[src/rtl/grh_pkg.sv]
package grh_pkg;

  // Fixed point formats
  localparam int FRAC_BITS = 8;
  localparam int COT_FRAC  = 16;

  localparam int MAX_ROWS_DEF = 64;
  localparam int MAX_COLS_DEF = 64;

  // Field widths
  localparam int POS_W   = 24;
  localparam int COT_W   = 24;
  localparam int SHIFT_W = 4;
  localparam int MAPN_W  = 7;
  localparam int CELL_W  = 6;

  // Internal arithmetic widths
  localparam int HS_W     = 5;               // tile shift plus fraction bits, up to 23
  localparam int XW       = 36;              // walk x, signed
  localparam int YW       = 27;              // walk y, signed
  localparam int DIFF_W   = 25;              // first line minus player y
  localparam int PROD_W   = DIFF_W + COT_W;
  localparam int XS_TMP_W = 48;              // cotangent scaled by tile height

  // Stream layout
  localparam int S_TDATA_W  = 96;
  localparam int S_TUSER_W  = 1;
  localparam int M_TDATA_W  = 48;
  localparam int M_TUSER_W  = 1;

  localparam int S_ROW_LSB   = 0;
  localparam int S_COL_LSB   = 6;
  localparam int S_WALL_BIT  = 12;
  localparam int S_PX_LSB    = 13;
  localparam int S_PY_LSB    = 37;
  localparam int S_COT_LSB   = 61;
  localparam int S_UP_BIT    = 85;
  localparam int S_DOWN_BIT  = 86;
  localparam int S_LEFT_BIT  = 87;
  localparam int S_RIGHT_BIT = 88;

  localparam int M_HX_LSB = 0;
  localparam int M_HY_LSB = 24;

  // Opcodes carried in tuser
  localparam logic OP_WRITE = 1'b0;
  localparam logic OP_CAST  = 1'b1;

  // Configuration port
  localparam int CFG_IDX_W  = 3;
  localparam int CFG_DATA_W = 24;

  typedef enum logic [CFG_IDX_W-1:0] {
    REG_TILE_SHIFT_W = 3'd0,
    REG_TILE_SHIFT_H = 3'd1,
    REG_MAP_COLS     = 3'd2,
    REG_MAP_ROWS     = 3'd3,
    REG_VIEW_WIDTH   = 3'd4,
    REG_VIEW_HEIGHT  = 3'd5
  } reg_idx_e;

  localparam logic [SHIFT_W-1:0] TILE_SHIFT_RST  = 4'd6;
  localparam logic [MAPN_W-1:0]  MAP_N_RST       = 7'd64;
  localparam logic [POS_W-1:0]   VIEW_RST        = 24'd1048576;

  typedef struct packed {
    logic [SHIFT_W-1:0] tile_shift_w;
    logic [SHIFT_W-1:0] tile_shift_h;
    logic [MAPN_W-1:0]  map_cols;
    logic [MAPN_W-1:0]  map_rows;
    logic [POS_W-1:0]   view_width;
    logic [POS_W-1:0]   view_height;
  } cfg_t;

  typedef struct packed {
    logic cast_load;  // latch a cast item and set up the first line
    logic mul;        // form the offset product and the x step
    logic init;       // load the walk point
    logic issue;      // probe the current point and advance
    logic load_res;   // move the last probe into the output register
    logic map_write;  // store a cell
  } cmd_t;

  typedef struct packed {
    logic stop;       // last probe hit a wall or left the view
    logic out_free;   // output register can take a result
  } sts_t;

endpackage

[src/rtl/grh_regs.sv]
module grh_regs (
  input  logic                               clk_i,
  input  logic                               rst_ni,
  input  logic                               cfg_valid_i,
  output logic                               cfg_ready_o,
  input  logic [grh_pkg::CFG_IDX_W-1:0]      cfg_index_i,
  input  logic [grh_pkg::CFG_DATA_W-1:0]     cfg_data_i,
  output grh_pkg::cfg_t                      cfg_o
);

  grh_pkg::cfg_t cfg_q, cfg_d;

  assign cfg_ready_o = 1'b1;
  assign cfg_o       = cfg_q;

  always_comb begin
    cfg_d = cfg_q;
    if (cfg_valid_i) begin
      case (grh_pkg::reg_idx_e'(cfg_index_i))
        grh_pkg::REG_TILE_SHIFT_W: cfg_d.tile_shift_w = cfg_data_i[grh_pkg::SHIFT_W-1:0];
        grh_pkg::REG_TILE_SHIFT_H: cfg_d.tile_shift_h = cfg_data_i[grh_pkg::SHIFT_W-1:0];
        grh_pkg::REG_MAP_COLS:     cfg_d.map_cols     = cfg_data_i[grh_pkg::MAPN_W-1:0];
        grh_pkg::REG_MAP_ROWS:     cfg_d.map_rows     = cfg_data_i[grh_pkg::MAPN_W-1:0];
        grh_pkg::REG_VIEW_WIDTH:   cfg_d.view_width   = cfg_data_i[grh_pkg::POS_W-1:0];
        grh_pkg::REG_VIEW_HEIGHT:  cfg_d.view_height  = cfg_data_i[grh_pkg::POS_W-1:0];
        default: ;
      endcase
    end
  end

  always_ff @(posedge clk_i or negedge rst_ni) begin
    if (!rst_ni) begin
      cfg_q.tile_shift_w <= grh_pkg::TILE_SHIFT_RST;
      cfg_q.tile_shift_h <= grh_pkg::TILE_SHIFT_RST;
      cfg_q.map_cols     <= grh_pkg::MAP_N_RST;
      cfg_q.map_rows     <= grh_pkg::MAP_N_RST;
      cfg_q.view_width   <= grh_pkg::VIEW_RST;
      cfg_q.view_height  <= grh_pkg::VIEW_RST;
    end else begin
      cfg_q <= cfg_d;
    end
  end

endmodule

[config.mk]
export PLATFORM = sky130hd
export DESIGN_NAME = grh_regs
export DESIGN_NICKNAME = d
export VERILOG_FILES = /design/src/rtl/grh_pkg.sv /design/src/rtl/grh_regs.sv
export SDC_FILE = /design/constraint.sdc
export NUM_CORES = 1
export LEC_CHECK = 0
export ABC_AREA = 1
export BUFFER_PORTS_ARGS = -buffer_cell sky130_fd_sc_hd__clkbuf_2
export CORE_UTILIZATION = 49
export CTS_CLUSTER_DIAMETER = 200
export DETAILED_ROUTE_END_ITERATION = 8
export GPL_TIMING_DRIVEN = 0
export PLACE_DENSITY_LB_ADDON = 0.12
export SYNTH_ARGS = -nofsm -noshare
export SYNTH_HDL_FRONTEND = slang
export SYNTH_SLANG_ARGS = --single-unit
[constraint.sdc]
create_clock -name clk_i -period 0.9 [get_ports clk_i]
set_clock_uncertainty 0.1 [all_clocks]
set_input_delay 0.09 -clock clk_i [delete_from_list [all_inputs] [get_ports clk_i]]
set_output_delay 0.09 -clock clk_i [all_outputs]
set_load 0.01 [all_outputs]
==> metrics.cfg <==
[finish]
areaGrowthSynthToFinish_pct=52.7
layout-drive-gt1-share=0.381
multiInputGateArea_um2=953
largest_register_ffs=70
diodes=0
num-fill-cells=426
nets=511
fin_util=0.775
seq_area_um2=1760

[worst_setup_path]
critical-path-top-delay-family=flip-flops
critPathCaptureType=primary output
path_class=register to primary output
cp-startpoint=cfg_o[61]$_DFFE_PN1P_
required_ns=0.71
timing.rr.end=cfg_o[16]$_DFFE_PN0P_
path_cells=buf_6
max_stage_delay_ns=0.55
worstPathMaxFanout=2
r2r_cells=4
cp_slowest_cell=dfstp_2
r2r_setup_slack_ns=-0.06
critPathArrivalTime_ns=0.99
path_buf_inv=1
crit_cells=1
cp-start-kind=register
r2r_start=cfg_o[16]$_DFFE_PN0P_

[sta]
hold_viol_final=66
period_share=1.32
rsz0062_at_grt=true
maxSlewViolCount=0
period_minus_slack_ns=1.18
setup_viol=72
fin_hold_ws_ns=-0.433
fin_tns_setup_ns=-11.39
setup_ws_ns=-0.284
max_freq_ghz=0.845

[logic_synthesis]
synth_commonest_cells=nand2_1 (180), dfrtp_1 (62), nand3_1 (39)
ys_top_cells_by_area=dfrtp_1 (56%), nand2_1 (24%), dfstp_2 (7.5%), nand3_1 (7.0%), buf_6 (1.2%)
synth_warnings=0
ys_seq_area_frac=0.630
synth_seq_cells=70
avgSynthCellArea_um2=8.85
synth.most_common_cell=nand2_1
netlist_area_um2=2800
synth_top_area_share=0.555
async_flop_share=1.00
synth_enable_flop_cells=0
synthCells=316
yosys.area.top_type=dfrtp_1
synth_flop_cell=dfrtp_1
syn_nets=346
ys_types=16

[pwr]
powerDensity_nw_per_um2=2330
peakVddDrop_mv=1.56
leakage_uw=0.00242

[cts]
root_buffer=clkbuf_8
numCtsBuffers=9
cts_max_level=3
clkLatencyLatePin_ns=0.34
cts_tree=done
cts_buffer_depth=2
hold_buffers=24
clk_pin_slew_worst_paths_ns=0.07
numClockSinks=70

[routing]
routed_wl_um=7480
num_vias=2663
ant_nets=0
post_drt_wl_per_cell_um=13.4
dr.first_iter.drc_count=178
drc=0
vias_per_cell=4.77
dr.pass1.iters=4

[die]
rows=27
num_io_pins=101
dieArea_um2=6010
core_um2=5510
initial_core_util=0.508
die_w_um=77.5
die_h_um=77.5

[status]
outcome=finished with violations
violations=negative hold slack, negative setup slack

[worst_hold_path]
worstHoldPathType=input pin to async pin

[run]
drv_cap=0

[global_routing]
gr-total-overflow=0
grt_max_degree=50
grt_usage=0.260
grt_pass1_vias=2468
grt_pass1_wl_um=11800
antenna_found_initial=0

[placement]
place_congestion=0.758
place_hpwl_um=4560
io_buffers=99

-- timing repair --
action | CTS | global route
setup endpoints to repair | 70 | 112
gates cloned | 0 | 0
gates resized for setup | 0 | 46
buffers inserted | 19 | 14
pin swaps | 0 | 6
hold endpoints to repair | 136 | 66
-- layout make-up --
class / instances / share of cell area
Clock inverter: 6 / 0.0311
Clock buffer: 10 / 0.0322
Timing Repair Buffer: 154 / 0.252
Multi-Input combinational cell: 227 / 0.223
Buffer: 13 / 0.0220
Inverter: 6 / 0.00528
Tap cell: 72 / 0.0211
Sequential cell: 70 / 0.413
-- worst max path at each step --
stage and end:
2_1_floorplan cfg_o[27]$_DFFE_PN0P_, 3_3_place_gp cfg_o[8]$_DFFE_PN0P_, 3_5_place_dp cfg_o[53]$_DFFE_PN0P_, 4_1_cts cfg_o[61], 5_1_grt cfg_o[61], 6_report cfg_o[61]
-- where the power goes --
group | total, uW | switching (uW) | leakage [uW] | internal [uW]
Combinational | 2410 | 1180 | 0.00142 | 1230
Sequential | 4140 | 353 | 0.000864 | 3780
Clock | 3410 | 1210 | 0.000132 | 2190
Total | 9960 | 2750 | 0.00242 | 7210
-- metal layers --
metal	up-vias	track usage	wire length (um)
li1	1306	-	-
met1	1267	0.342	3350
met2	81	0.412	3700
met3	9	0.0576	331
met4	0	0.121	102
met5	-	0	0
-- cells in the final DEF (no fill, tap or decap), drive strengths merged --
master | synthesis | layout
nand2 | 181 | 181
clkbuf | 2 | 100
dfrtp | 62 | 62
buf | 11 | 53
nand3 | 39 | 39
dlygate4sd3 | 0 | 24
dfstp | 8 | 8
inv | 6 | 6
nor2 | 6 | 6
bufinv | 0 | 4
conb | 1 | 1
clkinvlp | 0 | 1
clkinv | 0 | 1
-- kinds of logic (layout without fill, tap and decap cells) --
group | after synthesis | in the layout | synth area share
AND/OR/NAND/NOR | 226 | 226 | 0.329
flip-flops | 70 | 70 | 0.630
buffers and inverters | 19 | 189 | 0.0394
other | 1 | 1 | 0.00134
-- metrics by stage --
step / area, um2 / total power [uW] / cells / worst slack (ns) / hold slack (ns)
floorplan: 2800 / 5000 / 316 / 0.0270 / -0.306
global placement: 3380 / 5870 / 487 / -0.896 / 0.201
detailed placement: 3410 / 5950 / 488 / -0.345 / -0.0651
CTS: 4060 / 9650 / 547 / -0.309 / -0.436
global route: 4270 / 10400 / 558 / -0.314 / -0.430
finish: 4270 / 9960 / 558 / -0.284 / -0.433
No activity file was read; power rests on OpenSTA's default activity.
