**src/rtl/grh_pkg.sv**
```systemverilog
package grh_pkg;

  // Fixed point formats
  localparam int FRAC_BITS = 8;
  localparam int COT_FRAC  = 16;

  localparam int MAX_ROWS_DEF = 64;
  localparam int MAX_COLS_DEF = 64;

  // Field widths
  localparam int POS_W   = 24;
  localparam int COT_W   = 24;
  localparam int SHIFT_W = 4;
  localparam int MAPN_W  = 7;
  localparam int CELL_W  = 6;

  // Internal arithmetic widths
  localparam int HS_W     = 5;               // tile shift plus fraction bits, up to 23
  localparam int XW       = 36;              // walk x, signed
  localparam int YW       = 27;              // walk y, signed
  localparam int DIFF_W   = 25;              // first line minus player y
  localparam int PROD_W   = DIFF_W + COT_W;
  localparam int XS_TMP_W = 48;              // cotangent scaled by tile height

  // Stream layout
  localparam int S_TDATA_W  = 96;
  localparam int S_TUSER_W  = 1;
  localparam int M_TDATA_W  = 48;
  localparam int M_TUSER_W  = 1;

  localparam int S_ROW_LSB   = 0;
  localparam int S_COL_LSB   = 6;
  localparam int S_WALL_BIT  = 12;
  localparam int S_PX_LSB    = 13;
  localparam int S_PY_LSB    = 37;
  localparam int S_COT_LSB   = 61;
  localparam int S_UP_BIT    = 85;
  localparam int S_DOWN_BIT  = 86;
  localparam int S_LEFT_BIT  = 87;
  localparam int S_RIGHT_BIT = 88;

  localparam int M_HX_LSB = 0;
  localparam int M_HY_LSB = 24;

  // Opcodes carried in tuser
  localparam logic OP_WRITE = 1'b0;
  localparam logic OP_CAST  = 1'b1;

  // Configuration port
  localparam int CFG_IDX_W  = 3;
  localparam int CFG_DATA_W = 24;

  typedef enum logic [CFG_IDX_W-1:0] {
    REG_TILE_SHIFT_W = 3'd0,
    REG_TILE_SHIFT_H = 3'd1,
    REG_MAP_COLS     = 3'd2,
    REG_MAP_ROWS     = 3'd3,
    REG_VIEW_WIDTH   = 3'd4,
    REG_VIEW_HEIGHT  = 3'd5
  } reg_idx_e;

  localparam logic [SHIFT_W-1:0] TILE_SHIFT_RST  = 4'd6;
  localparam logic [MAPN_W-1:0]  MAP_N_RST       = 7'd64;
  localparam logic [POS_W-1:0]   VIEW_RST        = 24'd1048576;

  typedef struct packed {
    logic [SHIFT_W-1:0] tile_shift_w;
    logic [SHIFT_W-1:0] tile_shift_h;
    logic [MAPN_W-1:0]  map_cols;
    logic [MAPN_W-1:0]  map_rows;
    logic [POS_W-1:0]   view_width;
    logic [POS_W-1:0]   view_height;
  } cfg_t;

  typedef struct packed {
    logic cast_load;  // latch a cast item and set up the first line
    logic mul;        // form the offset product and the x step
    logic init;       // load the walk point
    logic issue;      // probe the current point and advance
    logic load_res;   // move the last probe into the output register
    logic map_write;  // store a cell
  } cmd_t;

  typedef struct packed {
    logic stop;       // last probe hit a wall or left the view
    logic out_free;   // output register can take a result
  } sts_t;

endpackage

```
**src/rtl/grh_ctrl.sv**
```systemverilog
module grh_ctrl (
  input  logic                               clk_i,
  input  logic                               rst_ni,
  input  logic                               s_valid_i,
  input  logic                               s_opcode_i,
  output logic                               s_ready_o,
  input  grh_pkg::sts_t                      sts_i,
  output grh_pkg::cmd_t                      cmd_o
);

  localparam logic [2:0] ST_IDLE = 3'd0;
  localparam logic [2:0] ST_MUL  = 3'd1;
  localparam logic [2:0] ST_INIT = 3'd2;
  localparam logic [2:0] ST_WALK = 3'd3;
  localparam logic [2:0] ST_DONE = 3'd4;

  logic [2:0] state_q, state_d;

  always_comb begin
    state_d   = state_q;
    cmd_o     = '0;
    s_ready_o = 1'b0;
    case (state_q)
      ST_IDLE: begin
        s_ready_o = 1'b1;
        if (s_valid_i) begin
          if (s_opcode_i == grh_pkg::OP_CAST) begin
            cmd_o.cast_load = 1'b1;
            state_d         = ST_MUL;
          end else begin
            cmd_o.map_write = 1'b1;
          end
        end
      end
      ST_MUL: begin
        cmd_o.mul = 1'b1;
        state_d   = ST_INIT;
      end
      ST_INIT: begin
        cmd_o.init = 1'b1;
        state_d    = ST_WALK;
      end
      ST_WALK: begin
        // probe one row per cycle; the previous probe is judged as the next issues
        if (sts_i.stop) begin
          state_d = ST_DONE;
        end else begin
          cmd_o.issue = 1'b1;
        end
      end
      ST_DONE: begin
        if (sts_i.out_free) begin
          cmd_o.load_res = 1'b1;
          state_d        = ST_IDLE;
        end
      end
      default: state_d = ST_IDLE;
    endcase
  end

  always_ff @(posedge clk_i or negedge rst_ni) begin
    if (!rst_ni) begin
      state_q <= ST_IDLE;
    end else begin
      state_q <= state_d;
    end
  end

endmodule

```
**config.mk**
```make
export PLATFORM = sky130hd
export DESIGN_NAME = grh_ctrl
export DESIGN_NICKNAME = d
export VERILOG_FILES = /design/src/rtl/grh_pkg.sv /design/src/rtl/grh_ctrl.sv
export SDC_FILE = /design/constraint.sdc
export NUM_CORES = 1
export LEC_CHECK = 0
export BUFFER_PORTS_ARGS = -buffer_cell sky130_fd_sc_hd__buf_4
export CELL_PAD_IN_SITES_DETAIL_PLACEMENT = 1
export CELL_PAD_IN_SITES_GLOBAL_PLACEMENT = 1
export CORE_AREA = 2 2 39 41
export DETAILED_ROUTE_END_ITERATION = 8
export DIE_AREA = 0 0 41 43
export PLACE_DENSITY_LB_ADDON = 0.1
export SYNTH_ARGS = -nofsm -noshare
export SYNTH_HDL_FRONTEND = slang
export SYNTH_SLANG_ARGS = --single-unit
```
**constraint.sdc**
```tcl
create_clock -name clk_i -period 2.2 [get_ports clk_i]
set_input_delay 0.44 -clock clk_i [delete_from_list [all_inputs] [get_ports clk_i]]
set_output_delay 0.44 -clock clk_i [all_outputs]
set_load 0.02 [all_outputs]
```
==> flow_summary_export.csv, run 1 <==
group,metric,value,unit
outcome,status,"complete, no violations",
timing,rsz0062_at_grt,"false",
yosys,syn_nets,25,
critical_path,rr_worst_depth,2,
die,start_util,12.7,%
cells_and_area,largest_register,"state_q",
power_and_ir_drop,power_leakage,0.160,nW
yosys,synthTopCellsByArea,"dfrtp_1 (43%), nor3b_1 (8.5%), and3_1 (7.1%)",
cells_and_area,largest_reg_flops,3,
yosys,synth_common_cells,"dfrtp_1 (3), and3_1 (2), nand2_1 (2), nor2_1 (2), nor3b_1 (2)",
critical_path,r2r_end,"state_q[2]",
yosys,synth_cells,19,
global_route,antenna_found_initial,0,
critical_path,crit_start,"state_q[2]",
drt,met3_length,34,microns
timing,postLayoutSetupSlackWorst,0.431,ns
hold_path,hp-class,"in2reg",
drt,post_drt_via_cell_ratio,4.10,
global_route,grt_max_degree,10,
yosys,synth-xor-area-share,0,%
die,die_w,41,microns
timing,slew_violations,0,
timing,fin_crit,1.77,ns
global_route,grt_remaining_overflow,0,
global_route,grt_pass1_vias,226,
die,num_rows,14,
die,core,1380,sq um
yosys,yosysMostFrequentCell,"dfrtp_1",
yosys,muxShareOfSynthArea,0,%
placed_design,placed_area,287,sq um
critical_path,crit_arrival,1.33,ns
drt,top_layer_used,"met4",
cells_and_area,syn_to_final_growth,83.0,%
yosys,yosysTopAreaCell,"dfrtp_1",
drt,drt_iter0_drc,2,
global_route,grt_pass1_wl,910,microns
drt,met2_length,271,microns
yosys,yosys.cell_types.count,13,
placed_design,io_buffers,12,
critical_path,cp.buffers_inverters,1,
timing,tightest_slew,0.305,ns
drt,drc,0,
critical_path,critical_path_class,"reg2out",
power_and_ir_drop,ir_worst_vdd,0.322,mV
yosys,async_flop_share,100,%
critical_path,slowest_stage,"dfrtp_1",
critical_path,crit_path_end_kind,"output port",
clock_network,cts_buffers,3,
hold_path,hold_start,"s_opcode_i",
critical_path,critPathTopFamily,"simple AND/OR/NAND/NOR gates",
die,io_pins,13,
cells_and_area,final_area,323,sq um
clock_network,cts.path.max_buffers,2,
hold_path,holdPathEnd,"state_q[0]",
yosys,yosys.area.top_type_share,42.6,%
timing,finalSetupViolations,0,
clock_network,cts_resized,0,
cells_and_area,reg_top3,"state_q (3)",
drt,drtAntennaViolNets,0,
die,die-height,43,microns
clock_network,cts_tree,"built",
drt,vias,213,
yosys,synth_top_family_by_area,"simple AND/OR/NAND/NOR gates",
cells_and_area,utilization,23.3,%
drt,drt-pass1-iter-count,2,
yosys,synth.avg_cell_area,9.29,sq um
timing,slew_headroom,79.5,%
drt,drt-met1-wl,235,microns
clock_network,post_cts_buffers,0,
job,cap_violations,0,
timing,period_share,80.4,%
timing,fin_setup_tns,0,ns
cells_and_area,drive_above_1_share,44.4,%
timing,fin_worst_skew,0.00365,ns
clock_network,postCtsHoldBufs,1,
placed_design,post-place-ws,0.677,ns
cells_and_area,final_nets,43,
critical_path,reg2reg_from,"state_q[0]",
yosys,synthSimpleGateAreaFrac,45.4,%
clock_network,clkLatencyLatePin,0.23,ns
yosys,dominantRegCellSynth,"dfrtp_1",
die,dieArea,1760,sq um
yosys,ys_seq_elements,3,
clock_network,clk_pin_slew_worst_paths,0.04,ns
critical_path,r2r_slack,1.04,ns
yosys,yosysWarnings,0,
yosys,synth_edf_count,0,
drt,drt_wl_total,556,microns
yosys,yosys.area_share.adder,0,%
global_route,grt_use_total,8.03,%
yosys,synth_area,176,sq um
drt,wl_per_cell,10.7,microns
placed_design,gp_congestion,0.668,
critical_path,cp_cell_sequence,"nor3_1, and3_1, buf_4",
cells_and_area,diodes,0,
critical_path,startpoint_type,"flop",
yosys,ys_seq_area_share,42.6,%
critical_path,cp_max_fo,7,
hold_path,holdPathStages,3,
timing,hold_viol,0,
timing,fmax,565,MHz
clock_network,ctsHtreeMaxLevel,1,
yosys,synth_compound_area_share,12.1,%
critical_path,cp.required,1.76,ns
clock_network,cts.sinks,3,
critical_path,critPathMaxStageDelay,0.43,ns
clock_network,cts_root_buf,"clkbuf_4",
power_and_ir_drop,powerDensity,1350,nW/um^2
-- per-stage QoR --
stage	hold slack (ns)	power (W)	cells
2_1_floorplan	0.144	0.000240	19
3_3_place_gp	0.228	0.000340	47
3_5_place_dp	0.230	0.000340	47
4_1_cts	0.505	0.000443	52
5_1_grt	0.508	0.000471	52
6_report	0.502	0.000435	52
-- worst register-to-register path, stage by stage (launching register included) --
cell,delay [ns]
dfrtp_1,0.45
or4b_1,0.52
o21ai_0,0.10
-- report_power, final --
group / switching (W) / internal (W)
Clock: 0.0000282 / 0.0000679
Sequential: 0.0000461 / 0.0000812
Combinational: 0.000114 / 0.0000975
-- layout make-up --
type	instances	area, sq um
repair buffers	13	100
flip-flops and latches	3	75.1
multi-input cells	16	101
fillers	177	1060
well taps	16	20.0
clock buffers	4	26.3
-- layer usage --
metal	track usage (%)	up-vias
met2	11.3	11
li1	-	106
met3	2.09	2
met1	9.00	94
met5	0	-
met4	8.00	0
-- logic make-up after synthesis --
kind of cell	after synthesis
and+or+nand+nor	13
AOI/OAI and AO/OA	3
DFF	3
-- placed cells by master, fill, tap and decap left out, drive strengths merged --
cell type and instances:
a211oi 1, and2 1, and3 2, and3b 1, buf 12, clkbuf 4, dfrtp 3, dlygate4sd3 1
nand2 2, nand2b 1, nor2 2, nor3 1, nor3b 2, o21ai 1, o32ai 1, or4b 1
-- worst max path at each step --
stage | cells after the start | endpoint | slack, ns
final | 3 | cmd_o[5] | 0.43
after global routing | 3 | cmd_o[5] | 0.29
after CTS | 3 | cmd_o[0] | 0.41
after detailed placement | 3 | cmd_o[0] | 0.68
after global placement | 3 | cmd_o[0] | 0.71
after floorplan | 2 | cmd_o[0] | 0.41
Power figures use the tool's default switching activity.
==> run 2, diff against run 1 <==
- clock period: 2.2 -> 1.8 ns (I/O delays scaled with it)
==> run 2 against run 1 <==
Clock power rose by 25%. Critical path depth did not move. Total power up 22%. Hold slack worse by 0.092 ns. First-iteration DRC count fell by 50%. Sequential power up 23%. Final cell count unchanged. Largest cell class unchanged. Non-clock buffer count is the same. Setup slack got worse by 0.33 ns. Register-to-register slack worse by 0.37 ns. Final area is the same. Global-route usage rose by 1.4 points.
==> flow_summary_export.csv, run 2 (synthesis results as in run 1) <==
group,metric,value,unit
timing,fin_setup_tns,0,ns
timing,fmax,587,MHz
clock_network,cts_root_buf,"clkbuf_4",
global_route,grt_remaining_overflow,0,
clock_network,cts_resized,0,
placed_design,dp.cells,47,
clock_network,cts.path.max_buffers,2,
global_route,grt_max_degree,10,
timing,hold_viol,0,
cells_and_area,instances_no_fill,52,
cells_and_area,mostFrequentLayoutCells,"buf_4 (12), clkbuf_4 (3), dfrtp_1 (3)",
cells_and_area,reg_top3,"state_q (3)",
cells_and_area,diodes,0,
timing,fin_worst_skew,0.00354,ns
timing,finalSetupViolations,0,
hold_path,hold_start,"sts_i[0]",
clock_network,cts.sinks,3,
die,io_pins,13,
cells_and_area,syn_to_final_growth,83.0,%
drt,drc,0,
cells_and_area,largest_reg_flops,3,
clock_network,post_cts_buffers,0,
timing,tightest_slew,0.310,ns
clock_network,ctsHtreeMaxLevel,1,
placed_design,io_buffers,12,
die,core,1380,sq um
power_and_ir_drop,power_leakage,0.160,nW
critical_path,crit_path_end_kind,"output port",
clock_network,clk_pin_slew_worst_paths,0.04,ns
outcome,status,"complete, no violations",
drt,drtAntennaViolNets,0,
cells_and_area,final_nets,43,
clock_network,cts_tree,"built",
power_and_ir_drop,powerDensity,1650,nW/um^2
critical_path,startpoint_type,"flop",
die,die-height,43,microns
drt,post_drt_via_cell_ratio,4.21,
critical_path,cp.required,1.44,ns
die,die_w,41,microns
cells_and_area,largest_register,"state_q",
timing,rsz0062_at_grt,"false",
drt,vias,219,
timing,fin_crit,1.70,ns
die,num_rows,14,
power_and_ir_drop,ir_worst_vdd,0.365,mV
cells_and_area,final_common_cell,"buf_4",
die,start_util,12.7,%
critical_path,rr_worst_depth,2,
job,cap_violations,0,
timing,hold_slack,0.410,ns
critical_path,critical_path_class,"reg2out",
clock_network,cts_buffers,3,
drt,drt_wl_total,565,microns
hold_path,holdPathStages,3,
cells_and_area,drive_above_1_share,44.4,%
critical_path,crit_arrival,1.34,ns
critical_path,reg2reg_from,"state_q[0]",
global_route,antenna_found_initial,0,
timing,slew_headroom,79.2,%
clock_network,postCtsHoldBufs,1,
global_route,grt_pass1_vias,243,
global_route,grt_pass1_wl,993,microns
drt,drt_iter0_drc,1,
drt,wl_per_cell,10.9,microns
critical_path,crit_start,"state_q[2]",
drt,drt-pass1-iter-count,3,
timing,period_share,94.6,%
hold_path,hp-class,"in2reg",
placed_design,gp_congestion,0.675,
timing,slew_violations,0,
clock_network,clkLatencyLatePin,0.24,ns
critical_path,cp_max_fo,7,
global_route,grt_use_total,9.45,%
die,dieArea,1760,sq um
[run 2: routing by layer]
layer / vias to the layer above / GRT usage, % / part of all wire [%]
li1: 105 / - / -
met2: 13 / 11.6 / 45
met5: - / 0 / 0
met1: 97 / 9.35 / 41
met3: 4 / 3.66 / 7.1
met4: 0 / 14.0 / 6.7
[run 2: path summary, 6_finish.rpt]
check	slack (ns)	end
min in group asynchronous	0.45	state_q[2]
max	0.1	cmd_o[5]
min	0.41	state_q[2]
max reg2reg	0.67	state_q[2]
min reg2reg	0.56	state_q[1]
max in group asynchronous	1.26	state_q[1]
[run 2: power by group]
part	leakage, nW	switching, W	total (W)	internal, W
logic	0.108	0.000137	0.000256	0.000119
clock network	0.0150	0.0000366	0.000120	0.0000832
registers	0.0365	0.0000567	0.000156	0.0000992
[run 2: area by class of cell]
cell class	count	area, sq um
fillers	170	1060
multi-input cells	16	101
repair buffers	13	100
flip-flops and latches	3	75.1
clock buffers	4	26.3
well taps	16	20.0
[run 2: worst max-delay path, cell delays in order (launching register included)]
cell	delay [ns]
dfrtp_1	0.43
nor3_1	0.33
and3_1	0.21
buf_4	0.14
[run 2: through the flow]
step	power (W)	setup WS, ns	instance area [sq um]	utilization [%]
after detailed placement	0.000414	0.353	287	20.7
final	0.000532	0.0976	323	23.3
after CTS	0.000544	0.0858	323	23.3
after global placement	0.000416	0.398	287	20.7
after global routing	0.000582	0.0175	323	23.3
after floorplan	0.000294	0.0857	176	-
